[src/rtl/time_window_vector_average_top_assert.svh]
// ----------------------------------------------------------------------------
// Assertion macros for the time window vector average block
// Concurrent assertion wrappers that compile away in synthesis.
// ----------------------------------------------------------------------------
`ifndef TIME_WINDOW_VECTOR_AVERAGE_TOP_ASSERT_SVH
`define TIME_WINDOW_VECTOR_AVERAGE_TOP_ASSERT_SVH

`ifndef SYNTHESIS

// A property that must hold at every clock edge outside reset.
`define TWVA_ASSERT(label, clk, rst_n, prop, msg) \
    label: assert property (@(posedge clk) disable iff (!rst_n) prop) else $error(msg);

// A condition that must be followed by another one in the next cycle.
`define TWVA_ASSERT_NEXT(label, clk, rst_n, pre, post, msg) \
    label: assert property (@(posedge clk) disable iff (!rst_n) (pre) |=> (post)) \
        else $error(msg);

`else

`define TWVA_ASSERT(label, clk, rst_n, prop, msg)
`define TWVA_ASSERT_NEXT(label, clk, rst_n, pre, post, msg)

`endif

`endif

[src/rtl/twva_pkg.sv]
// ----------------------------------------------------------------------------
// Time window vector average package
// Shared constants, transaction types and sequencer states.
// ----------------------------------------------------------------------------
package twva_pkg;

    localparam int unsigned RING_DEPTH_DEFAULT = 32;
    localparam int unsigned COORD_W            = 32;
    localparam int unsigned STAMP_W            = 32;
    localparam int unsigned KEPT_W             = 6;
    localparam logic [31:0] WINDOW_RESET       = 32'd1000;

    typedef struct packed {
        logic [31:0]        now_time;
        logic               sample_present;
        logic [31:0]        sample_time;
        logic signed [31:0] pos_x;
        logic signed [31:0] pos_y;
        logic signed [31:0] pos_z;
    } t_in_item;

    typedef struct packed {
        logic signed [31:0] avg_x;
        logic signed [31:0] avg_y;
        logic signed [31:0] avg_z;
        logic [31:0]        latest_stamp;
        logic [5:0]         kept_count;
    } t_out_item;

    typedef enum logic [2:0] {
        S_IDLE,
        S_EVICT_RD,
        S_EVICT_CHK,
        S_APPEND,
        S_DIV_START,
        S_DIV_RUN,
        S_DELIVER
    } t_state;

endpackage

[src/rtl/twva_ram.sv]
// ----------------------------------------------------------------------------
// Generic simple dual port RAM
// One write port and one read port with a registered read.
// ----------------------------------------------------------------------------
module twva_ram #(
    parameter int unsigned WIDTH = twva_pkg::COORD_W,
    parameter int unsigned DEPTH = twva_pkg::RING_DEPTH_DEFAULT
) (
    input  logic                     i_clk,
    input  logic                     i_we,
    input  logic [$clog2(DEPTH)-1:0] i_waddr,
    input  logic [WIDTH-1:0]         i_wdata,
    input  logic [$clog2(DEPTH)-1:0] i_raddr,
    output logic [WIDTH-1:0]         o_rdata
);

    logic [WIDTH-1:0] r_mem [DEPTH];
    logic [WIDTH-1:0] r_rdata;

    // A read of the address being written returns the old contents.
    always_ff @(posedge i_clk) begin
        if (i_we) begin
            r_mem[i_waddr] <= i_wdata;
        end
        r_rdata <= r_mem[i_raddr];
    end

    assign o_rdata = r_rdata;

endmodule

[config.mk]
export PLATFORM = sky130hd
export DESIGN_NAME = twva_ram
export DESIGN_NICKNAME = d
export VERILOG_FILES = /design/src/rtl/time_window_vector_average_top_assert.svh /design/src/rtl/twva_pkg.sv /design/src/rtl/twva_ram.sv
export SDC_FILE = /design/constraint.sdc
export NUM_CORES = 1
export LEC_CHECK = 0
export ABC_CLOCK_PERIOD_IN_PS = 2650
export BUFFER_PORTS_ARGS = -buffer_cell sky130_fd_sc_hd__buf_2
export CORE_UTILIZATION = 40
export CTS_BUF_LIST = sky130_fd_sc_hd__clkbuf_4
export CTS_CLUSTER_DIAMETER = 60
export CTS_CLUSTER_SIZE = 20
export DETAILED_ROUTE_END_ITERATION = 16
export GPL_ROUTABILITY_DRIVEN = 0
export HOLD_SLACK_MARGIN = 0.1
export PLACE_DENSITY = 0.53
export SLEW_MARGIN = 20
export SYNTH_ARGS = -nofsm -noshare
export SYNTH_HDL_FRONTEND = slang
export SYNTH_SLANG_ARGS = --single-unit
export TNS_END_PERCENT = 50
[constraint.sdc]
create_clock -name i_clk -period 2.65 [get_ports i_clk]
set_input_delay 0 -clock i_clk [delete_from_list [all_inputs] [get_ports i_clk]]
set_output_delay 0 -clock i_clk [all_outputs]
set_load 0.005 [all_outputs]
==> summary.txt <==
Setup path
  • Worst reg2reg path endpoint: o_rdata[31]
  • Arrival time of the worst setup path: 3.30 ns
  • Worst Setup Path Type: primary input to flop
  • R2r startpoint: r_mem[19][31]
  • Required time worst endpoint: 3.54 ns
  • Reg2Reg Depth: 6
  • CP endpoint kind: flop
  • CP max FO: 22
  • Crit start category: primary input
  • Reg2Reg Setup Slack: 0.51 ns

Synth
  • Synth area leaders: edfxtp_1 (76%), mux2i_1 (13%), a22oi_1 (1.8%)
  • Share of the synthesized area in the top cell type: 76.0%
  • Sequential area share after synthesis: 77.5%
  • Syn Nets: 2304
  • Flops & latches, synth: 1056
  • Multiplexer share of the synthesized area: 12.7%
  • Post-Synth Simple-Gate Area: 3.10%
  • Cell taking the most area after synthesis: edfxtp_1
  • XOR/XNOR Fraction of Synth Area: 0%
  • Synthesized area: 0.0405 mm2
  • Yosys warns: 0
  • Adder-cell share of the synthesized area: 0%
  • Compound-Gate Fraction of Synth Area: 4.85%
  • Netlist cell types: 25
  • Gate Count Post-Synth: 2260
  • Combinational family with the most area after synthesis: multiplexers
  • Avg Inst Size Synth: 17.9 um2

Pwr
  • Total power: 28.1 mW
  • P_leak: 15.7 nW
  • Power per cell area: 619 mW/mm2
  • Peak supply drop: 0.000327 V

Floorplanning
  • # IOs: 76
  • Starting density of the core: 40.4%
  • Core area: 0.100 mm2
  • # rows: 116
  • Die H: 320 um
  • DIE AREA: 0.102 mm2
  • Chip Width: 320 um

Finish
  • Layout Nets: 2544
  • Layout cells sized above 1: 15.0%
  • Final Util: 45.4%
  • Synth-to-Final Area Change: 12.3%
  • Fillers: 8666

Clock tree
  • CTS-repair resized insts: 0
  • Setup Buffers After CTS: 0
  • Clock buffer depth: 3
  • Clk pin slew, worst setup/hold paths: 0.18 ns
  • CTS Hold Bufs: 94
  • Root Driver: clkbuf_4
  • TritonCTS clock tree: built
  • Clock sinks: 1056
  • Clock latency on the worst-skew pair: 0.95 ns
  • TritonCTS buffer count: 76
  • Htree depth: 3

Routing
  • Final wirelength: 105000 um
  • 1st-pass router iterations: 7
  • DRC: 0
  • Vias after detailed routing: 21000
  • Initial drt markers: 1768
  • Average wire per standard cell: 27.1 um
  • Final ANT Viol Nets: 0
  • Post-DR vias/cell: 5.45

STA
  • Min Clock Period, post-route: 2.41 ns
  • Rel. slew slack: 28.7%
  • Max-slew violation count: 0
  • FMAX: 415 MHz
  • Setup TNS: 0 ns
  • Setup Viol. Count Final: 0
  • Slew of the pin with the lowest slew margin: 1.07 ns
  • Crit share post-route: 90.9%
  • Final setup margin: 0.241 ns
  • Final Hold Fails: 0
  • Unrepaired setup endpoints after global routing: false
  • Min Hold Slack: 0.183 ns
  • Setup Skew: 0.0746 ns

Job
  • Total of max-cap violations: 0

Global routing
  • Overall global routing resource usage: 20.3%
  • First-pass GRT wire length: 150000 um
  • Initial antenna violation count: 6
  • Largest net degree at the start of global routing: 58
  • Vias in the first global route: 21400
  • Total gr overflow: 0

Worst hold path
  • Hold Path Class: primary input to flop
  • Hold EP: r_mem[16][29]
  • WHS Path Cells: 3
  • Hold path start: i_wdata[29]

Placed design
  • DP HPWL: 58300 um
  • Pre-CTS WS: 0.716 ns
  • PortBufs: 75

Outcome
  • Status: complete, no violations
placed cells by master, fill, tap and decap left out, drive strengths merged, types with 32 or more instances in the layout:
master | Yosys | final
edfxtp | 1024 | 1024
a22o | 64 | 64
nor3 | 32 | 32
mux2i | 512 | 512
dlygate4sd3 | 0 | 74
nor2 | 34 | 34
a21oi | 96 | 96
a22oi | 96 | 96
a31oi | 32 | 32
buf | 79 | 215
nand3 | 98 | 98
nand2 | 98 | 98
clkbuf | 48 | 89
dfxtp | 32 | 32
worst max path at each step:
stage	start	endpoint	slack (ns)
floorplan	i_waddr[1]	r_mem[12][0]	0.22
global placement	i_waddr[1]	r_mem[28][17]	0.76
detailed placement	i_waddr[1]	r_mem[28][26]	0.72
CTS	i_raddr[2]	o_rdata[31]	0.34
global route	i_raddr[2]	o_rdata[31]	0.18
finish	i_raddr[2]	o_rdata[31]	0.24
routing by layer:
layer | global-route usage (%) | vias up | share of wire (%)
met2 | 35.6 | 452 | 51
li1 | - | 9446 | -
met3 | 2.15 | 121 | 3.7
met1 | 27.0 | 11000 | 43
met4 | 5.26 | 2 | 2.1
met5 | 0 | - | 0.012
critical path, cell delays in order:
cell           delay, ns
dlygate4sd3_1       0.55
buf_2               0.16
and2b_4             0.46
buf_4               0.28
buf_4               0.33
a22oi_1             0.13
dlygate4sd3_1       0.57
a31oi_1             0.16
dlygate4sd3_1       0.56
nand3_1             0.06
cell type report:
class                           count  area [um2]  area share, %
Sequential cell                  1056       31400           69.0
Clock inverter                     48         490           1.08
Antenna cell                        2        5.00         0.0110
Clock buffer                       89         668           1.47
Tap cell                         1298        1620           3.57
Multi-Input combinational cell   1077        8610           18.9
Timing Repair Buffer              289        2690           5.91
synth_stat cells (all sizes together):
| cell | number |
|---|---|
| buf | 79 |
| nor3 | 32 |
| or3b | 3 |
| and2b | 1 |
| nor2b | 1 |
| a31oi | 32 |
| a21oi | 96 |
| nand2 | 98 |
| nand2b | 2 |
| a22o | 64 |
| nand3b | 5 |
| and2 | 1 |
| or3 | 1 |
| a22oi | 96 |
| nand3 | 98 |
| clkbuf | 48 |
| dfxtp | 32 |
| nor2 | 34 |
| or2 | 1 |
| mux2i | 512 |
| edfxtp | 1024 |
report_power, final:
part / switching [mW] / leakage (nW) / internal (mW)
sequential: 0.0997 / 9.49 / 18.5
combinational: 1.20 / 5.54 / 0.719
clock: 5.43 / 0.622 / 2.14
total: 6.73 / 15.7 / 21.4
metrics by stage:
stage                     cells  cell area, um2
final                      3859           45500
after global routing       3858           45500
after CTS                  3857           45500
after detailed placement   3626           43400
after global placement     3626           43400
after floorplan            2260           40500
kinds of logic after synthesis:
group | after synthesis
AO/OA/AOI/OAI | 288
buffers and inverters | 127
flip-flops | 1056
multiplexers | 512
AND/OR/NAND/NOR | 277
sequential cells by signal, indices dropped and copies added, names as in the netlist:
| signal | cells |
|---|---|
| o_rdata | 32 |
| r_mem | 1024 |
No activity file was read; power rests on OpenSTA's default activity.
