**src/rtl/time_window_vector_average_top_assert.svh**
```systemverilog
// ----------------------------------------------------------------------------
// Assertion macros for the time window vector average block
// Concurrent assertion wrappers that compile away in synthesis.
// ----------------------------------------------------------------------------
`ifndef TIME_WINDOW_VECTOR_AVERAGE_TOP_ASSERT_SVH
`define TIME_WINDOW_VECTOR_AVERAGE_TOP_ASSERT_SVH

`ifndef SYNTHESIS

// A property that must hold at every clock edge outside reset.
`define TWVA_ASSERT(label, clk, rst_n, prop, msg) \
    label: assert property (@(posedge clk) disable iff (!rst_n) prop) else $error(msg);

// A condition that must be followed by another one in the next cycle.
`define TWVA_ASSERT_NEXT(label, clk, rst_n, pre, post, msg) \
    label: assert property (@(posedge clk) disable iff (!rst_n) (pre) |=> (post)) \
        else $error(msg);

`else

`define TWVA_ASSERT(label, clk, rst_n, prop, msg)
`define TWVA_ASSERT_NEXT(label, clk, rst_n, pre, post, msg)

`endif

`endif

```
**src/rtl/twva_pkg.sv**
```systemverilog
// ----------------------------------------------------------------------------
// Time window vector average package
// Shared constants, transaction types and sequencer states.
// ----------------------------------------------------------------------------
package twva_pkg;

    localparam int unsigned RING_DEPTH_DEFAULT = 32;
    localparam int unsigned COORD_W            = 32;
    localparam int unsigned STAMP_W            = 32;
    localparam int unsigned KEPT_W             = 6;
    localparam logic [31:0] WINDOW_RESET       = 32'd1000;

    typedef struct packed {
        logic [31:0]        now_time;
        logic               sample_present;
        logic [31:0]        sample_time;
        logic signed [31:0] pos_x;
        logic signed [31:0] pos_y;
        logic signed [31:0] pos_z;
    } t_in_item;

    typedef struct packed {
        logic signed [31:0] avg_x;
        logic signed [31:0] avg_y;
        logic signed [31:0] avg_z;
        logic [31:0]        latest_stamp;
        logic [5:0]         kept_count;
    } t_out_item;

    typedef enum logic [2:0] {
        S_IDLE,
        S_EVICT_RD,
        S_EVICT_CHK,
        S_APPEND,
        S_DIV_START,
        S_DIV_RUN,
        S_DELIVER
    } t_state;

endpackage

```
**src/rtl/twva_div.sv**
```systemverilog
// ----------------------------------------------------------------------------
// Serial signed divider
// Restoring division, one quotient bit per cycle, truncated toward zero.
// ----------------------------------------------------------------------------
module twva_div #(
    parameter int unsigned DIVIDEND_W = twva_pkg::COORD_W + 5,
    parameter int unsigned DIVISOR_W  = 6
) (
    input  logic                         i_clk,
    input  logic                         i_rst_n,
    input  logic                         i_start,
    input  logic [DIVIDEND_W-1:0]        i_dividend,
    input  logic [DIVISOR_W-1:0]         i_divisor,
    output logic                         o_done,
    output logic [twva_pkg::COORD_W-1:0] o_quotient
);

    localparam int unsigned STEP_W = $clog2(DIVIDEND_W + 1);
    localparam int unsigned Q_W    = twva_pkg::COORD_W;

    logic                  r_busy;
    logic                  r_done;
    logic [STEP_W-1:0]     r_step;
    logic                  r_neg;
    logic [DIVISOR_W-1:0]  r_divisor;
    logic [DIVISOR_W-1:0]  r_rem;
    logic [DIVIDEND_W-1:0] r_quot;

    logic [DIVIDEND_W-1:0] w_mag;
    logic [DIVISOR_W:0]    w_trial;
    logic [DIVISOR_W:0]    w_diff;
    logic                  w_fits;

    // The dividend is divided as a magnitude; the sign is put back at the end.
    assign w_mag   = i_dividend[DIVIDEND_W-1] ? (~i_dividend + 1'b1) : i_dividend;
    assign w_trial = {r_rem, r_quot[DIVIDEND_W-1]};
    assign w_fits  = w_trial >= {1'b0, r_divisor};
    assign w_diff  = w_trial - {1'b0, r_divisor};

    always_ff @(posedge i_clk) begin
        if (!i_rst_n) begin
            r_busy <= 1'b0;
            r_done <= 1'b0;
            r_step <= '0;
        end else begin
            r_done <= 1'b0;
            if (i_start) begin
                r_busy <= 1'b1;
                r_step <= STEP_W'(DIVIDEND_W);
            end else if (r_busy) begin
                r_step <= r_step - 1'b1;
                if (r_step == STEP_W'(1)) begin
                    r_busy <= 1'b0;
                    r_done <= 1'b1;
                end
            end
        end
    end

    always_ff @(posedge i_clk) begin
        if (i_start) begin
            r_neg     <= i_dividend[DIVIDEND_W-1];
            r_divisor <= i_divisor;
            r_rem     <= '0;
            r_quot    <= w_mag;
        end else if (r_busy) begin
            r_rem  <= w_fits ? w_diff[DIVISOR_W-1:0] : w_trial[DIVISOR_W-1:0];
            r_quot <= {r_quot[DIVIDEND_W-2:0], w_fits};
        end
    end

    assign o_done     = r_done;
    assign o_quotient = r_neg ? (~r_quot[Q_W-1:0] + 1'b1) : r_quot[Q_W-1:0];

endmodule

```
**config.mk**
```make
export PLATFORM = sky130hd
export DESIGN_NAME = twva_div
export DESIGN_NICKNAME = d
export VERILOG_FILES = /design/src/rtl/time_window_vector_average_top_assert.svh /design/src/rtl/twva_pkg.sv /design/src/rtl/twva_div.sv
export SDC_FILE = /design/constraint.sdc
export NUM_CORES = 1
export LEC_CHECK = 0
export BUFFER_PORTS_ARGS = -buffer_cell sky130_fd_sc_hd__buf_2
export CAP_MARGIN = 10
export CORE_MARGIN = 5
export CORE_UTILIZATION = 50
export CTS_BUF_LIST = sky130_fd_sc_hd__clkbuf_16
export DETAILED_ROUTE_END_ITERATION = 8
export GPL_ROUTABILITY_DRIVEN = 1
export HOLD_SLACK_MARGIN = 0.03
export PLACE_DENSITY = 0.73
export SKIP_LAST_GASP = 1
export SYNTH_ARGS = -nofsm -noshare
export SYNTH_HDL_FRONTEND = slang
export SYNTH_SLANG_ARGS = --single-unit
export TNS_END_PERCENT = 30
```
**constraint.sdc**
```tcl
create_clock -name i_clk -period 5.15 [get_ports i_clk]
set_clock_uncertainty 0.05 [all_clocks]
set_input_delay 0.515 -clock i_clk [delete_from_list [all_inputs] [get_ports i_clk]]
set_output_delay 0.515 -clock i_clk [all_outputs]
set_load 0.02 [all_outputs]
```
==> results.tsv <==
stage	metric	value	unit
placed_design	dpl.cell_count	615	
critical_path	cp-end-kind	primary output	
clock_tree	cts_tree	done	
die	rows	33	
final_layout	fin_cells	631	
yosys	ys_ff_latch	58	
drt	route.detailed.drc	0	
yosys	synth_fp_nets	510	
power_and_ir_drop	p_leak	1.88	nW
global_route	overflow	0	
sta	timing.fmax	301	MHz
drt	first_pass_iters	4	
clock_tree	cts_inserted_buffers	9	
critical_path	cp_max_fo	5	
yosys	synth_flop_cell	edfxtp_1	
clock_tree	clock_latency	0.32	ns
yosys	synth-edff-count	44	
clock_tree	clkSinkCount	58	
final_layout	num-nets-final	578	
sta	whs	0.317	ns
critical_path	max_stage_delay	0.51	ns
final_layout	design_area	4830	um2
yosys	syn_area	4160	um2
yosys	async_flop_share	0	
final_layout	utilization	0.591	
sta	slew_headroom	0.363	
job	cap_violations	0	
drt	avgViaCountPerCell	5.81	
yosys	ys_types	57	
sta	post-route-period-util	0.646	
run_status	status	finished, final reports clean	
sta	hold_viol	0	
power_and_ir_drop	p_per_area	313	nW/um2
yosys	synth_area_leaders	edfxtp_1 (32%), xnor2_1 (7.4%), xor2_1 (7.2%)	
drt	routedWlPerCell	15.8	um
sta	finalSetupViolCount	0	
yosys	synth_cells	453	
drt	first_iter_violations	186	
final_layout	drive_gt1_frac	0.213	
die	dieArea	10300	um2
critical_path	worst-path-buf-inv	1	
clock_tree	cts-root-buf	clkbuf_16	
yosys	yosys_warnings	0	
power_and_ir_drop	peakVddDrop	0.208	mV
final_layout	fill_cells	753	
yosys	synth_area_leader_cell	edfxtp_1	
clock_tree	htree_levels	3	
final_layout	area_growth	16.0	%
clock_tree	path_clk_slew	0.05	ns
critical_path	start_kind	register	
die	die_h	101	um
sta	fin_ws	1.82	ns
min_path	whs_path_depth	1	
critical_path	cp_slowest_cell	nor3b_1	
die	die_w	101	um
placed_design	gp_congestion	0.830	
min_path	hold_class	primary input to register	
yosys	yosysTopAreaCellShare	0.317	
critical_path	critical-path-top-delay-family	simple AND/OR/NAND/NOR gates	
critical_path	worstPathRequired	4.59	ns
placed_design	port-buffer-count	78	
die	num_io_pins	79	
global_route	grt_antenna_before_repair	0	
clock_tree	cts_setup_buffers	0	
sta	rsz0062_at_grt	false	
sta	tns	0	ns
placed_design	post-place-ws	1.87	ns
final_layout	n_antenna_cell	0	
critical_path	crit_type	register to primary output	
placed_design	dpl-instance-area	4570	um2
yosys	ys_seq_area_frac	0.385	
drt	drt-total-wl	9.95	mm
final_layout	multi_input_area	2380	um2
drt	via_count	3663	
drt	ant_nets	0	
critical_path	crit_arrival	2.76	ns
global_route	grt_pass1_wl	16.2	mm
power_and_ir_drop	p_total	1.51	mW
global_route	grt_start_max_net_pins	91	
critical_path	ff2ff_path_depth	3	
die	start_util	0.509	
critical_path	path_cells	or3_1, nor3b_1, nand4_1, o31ai_1, xnor2_1, buf_2	
sta	slew_violations	0	
placed_design	hpwl	7.25	mm
global_route	track_usage	0.198	
global_route	grt_pass1_vias	3398	
sta	tightest_slew	0.956	ns
sta	min_period	3.33	ns
clock_tree	cts_hold_buf	0	
yosys	syn_area_per_cell	9.19	um2
final_layout	seqCellArea	1600	um2
clock_tree	clockBufferDepth	2	
die	fp.coreArea	8180	um2
clock_tree	ctsResizeCount	0	
critical_path	path_depth	6	
-- worst reg2reg max path, stage by stage, from the launching register on --
cell and delay (ns):
dfxtp_1 0.63, inv_1 0.31, nand2_1 0.57, buf_4 0.42
-- metal layers --
layer  up-vias  global-route usage  wire, um  part of all wire
li1       1809                   -         -                 -
met1      1708               0.272      4440              0.45
met2       132               0.316      4610              0.46
met3        14              0.0413       764             0.077
met4         0              0.0562       135             0.014
met5         -                   0         0                 0
-- cell usage in the layout, fill, tap and decap left out, types with 2 or more instances in the layout --
cell type,count
buf_2,78
nor2_1,54
edfxtp_1,44
a21oi_1,35
xnor2_1,35
xor2_1,34
nand2_1,30
inv_1,18
o31ai_1,18
o21ai_0,18
dfxtp_1,14
o41ai_1,13
nor4_1,10
nand3_1,10
ha_1,10
or4_1,9
clkbuf_16,9
nor3_1,8
or2_2,8
or3_1,6
mux2i_1,5
nand2b_1,5
nand4_1,4
nor2b_1,4
clkinv_2,4
nand3b_1,3
a21boi_0,3
o221ai_1,2
a21o_1,2
o311ai_0,2
or4_4,2
or3b_2,2
o211ai_1,2
o311a_1,2
a311oi_1,2
buf_4,2
-- cell families (layout without fill, tap and decap cells) --
kind of cell | Yosys count | count (layout) | share of synthesized area
buf+inv | 38 | 111 | 0.0439
mux | 5 | 5 | 0.0120
fa+ha+maj | 11 | 11 | 0.0349
compound gates | 109 | 109 | 0.175
xor+xnor | 69 | 69 | 0.145
simple gates | 163 | 163 | 0.204
flops | 58 | 58 | 0.385
-- flip-flops by register name, summed over array words and instances (netlist names) --
name	count
r_quot	37
r_divisor	6
r_rem	6
r_step	6
o_done	1
r_busy	1
r_neg	1
-- final timing paths --
path                            slack, ns             end    startpoint
worst max-delay path                 1.82  o_quotient[30]     r_quot[4]
worst min-delay path                 0.32    r_divisor[3]  i_divisor[3]
worst max register to register       2.83       r_quot[8]        r_busy
worst min register to register       0.42        r_rem[5]      r_rem[5]
-- power by group --
group          internal [mW]  switching (mW)  leakage, nW
Combinational          0.155           0.225         1.19
Sequential             0.565          0.0565        0.548
Clock                  0.315           0.193        0.143
-- final cells by class --
class / instances / share of cell area
Timing Repair Buffer: 80 / 0.0839
Clock inverter: 7 / 0.00648
Sequential cell: 58 / 0.332
Inverter: 15 / 0.0117
Multi-Input combinational cell: 357 / 0.492
Clock buffer: 9 / 0.0466
Tap cell: 105 / 0.0272
-- synth_stat cells, drive strengths merged (14+ instances only) --
cell type,instances
dfxtp,14
a21oi,35
o21ai,19
nand2,30
o41ai,14
inv,15
xnor2,35
nor2,54
xor2,34
o31ai,18
clkbuf,18
edfxtp,44
Power figures use the tool's default switching activity.
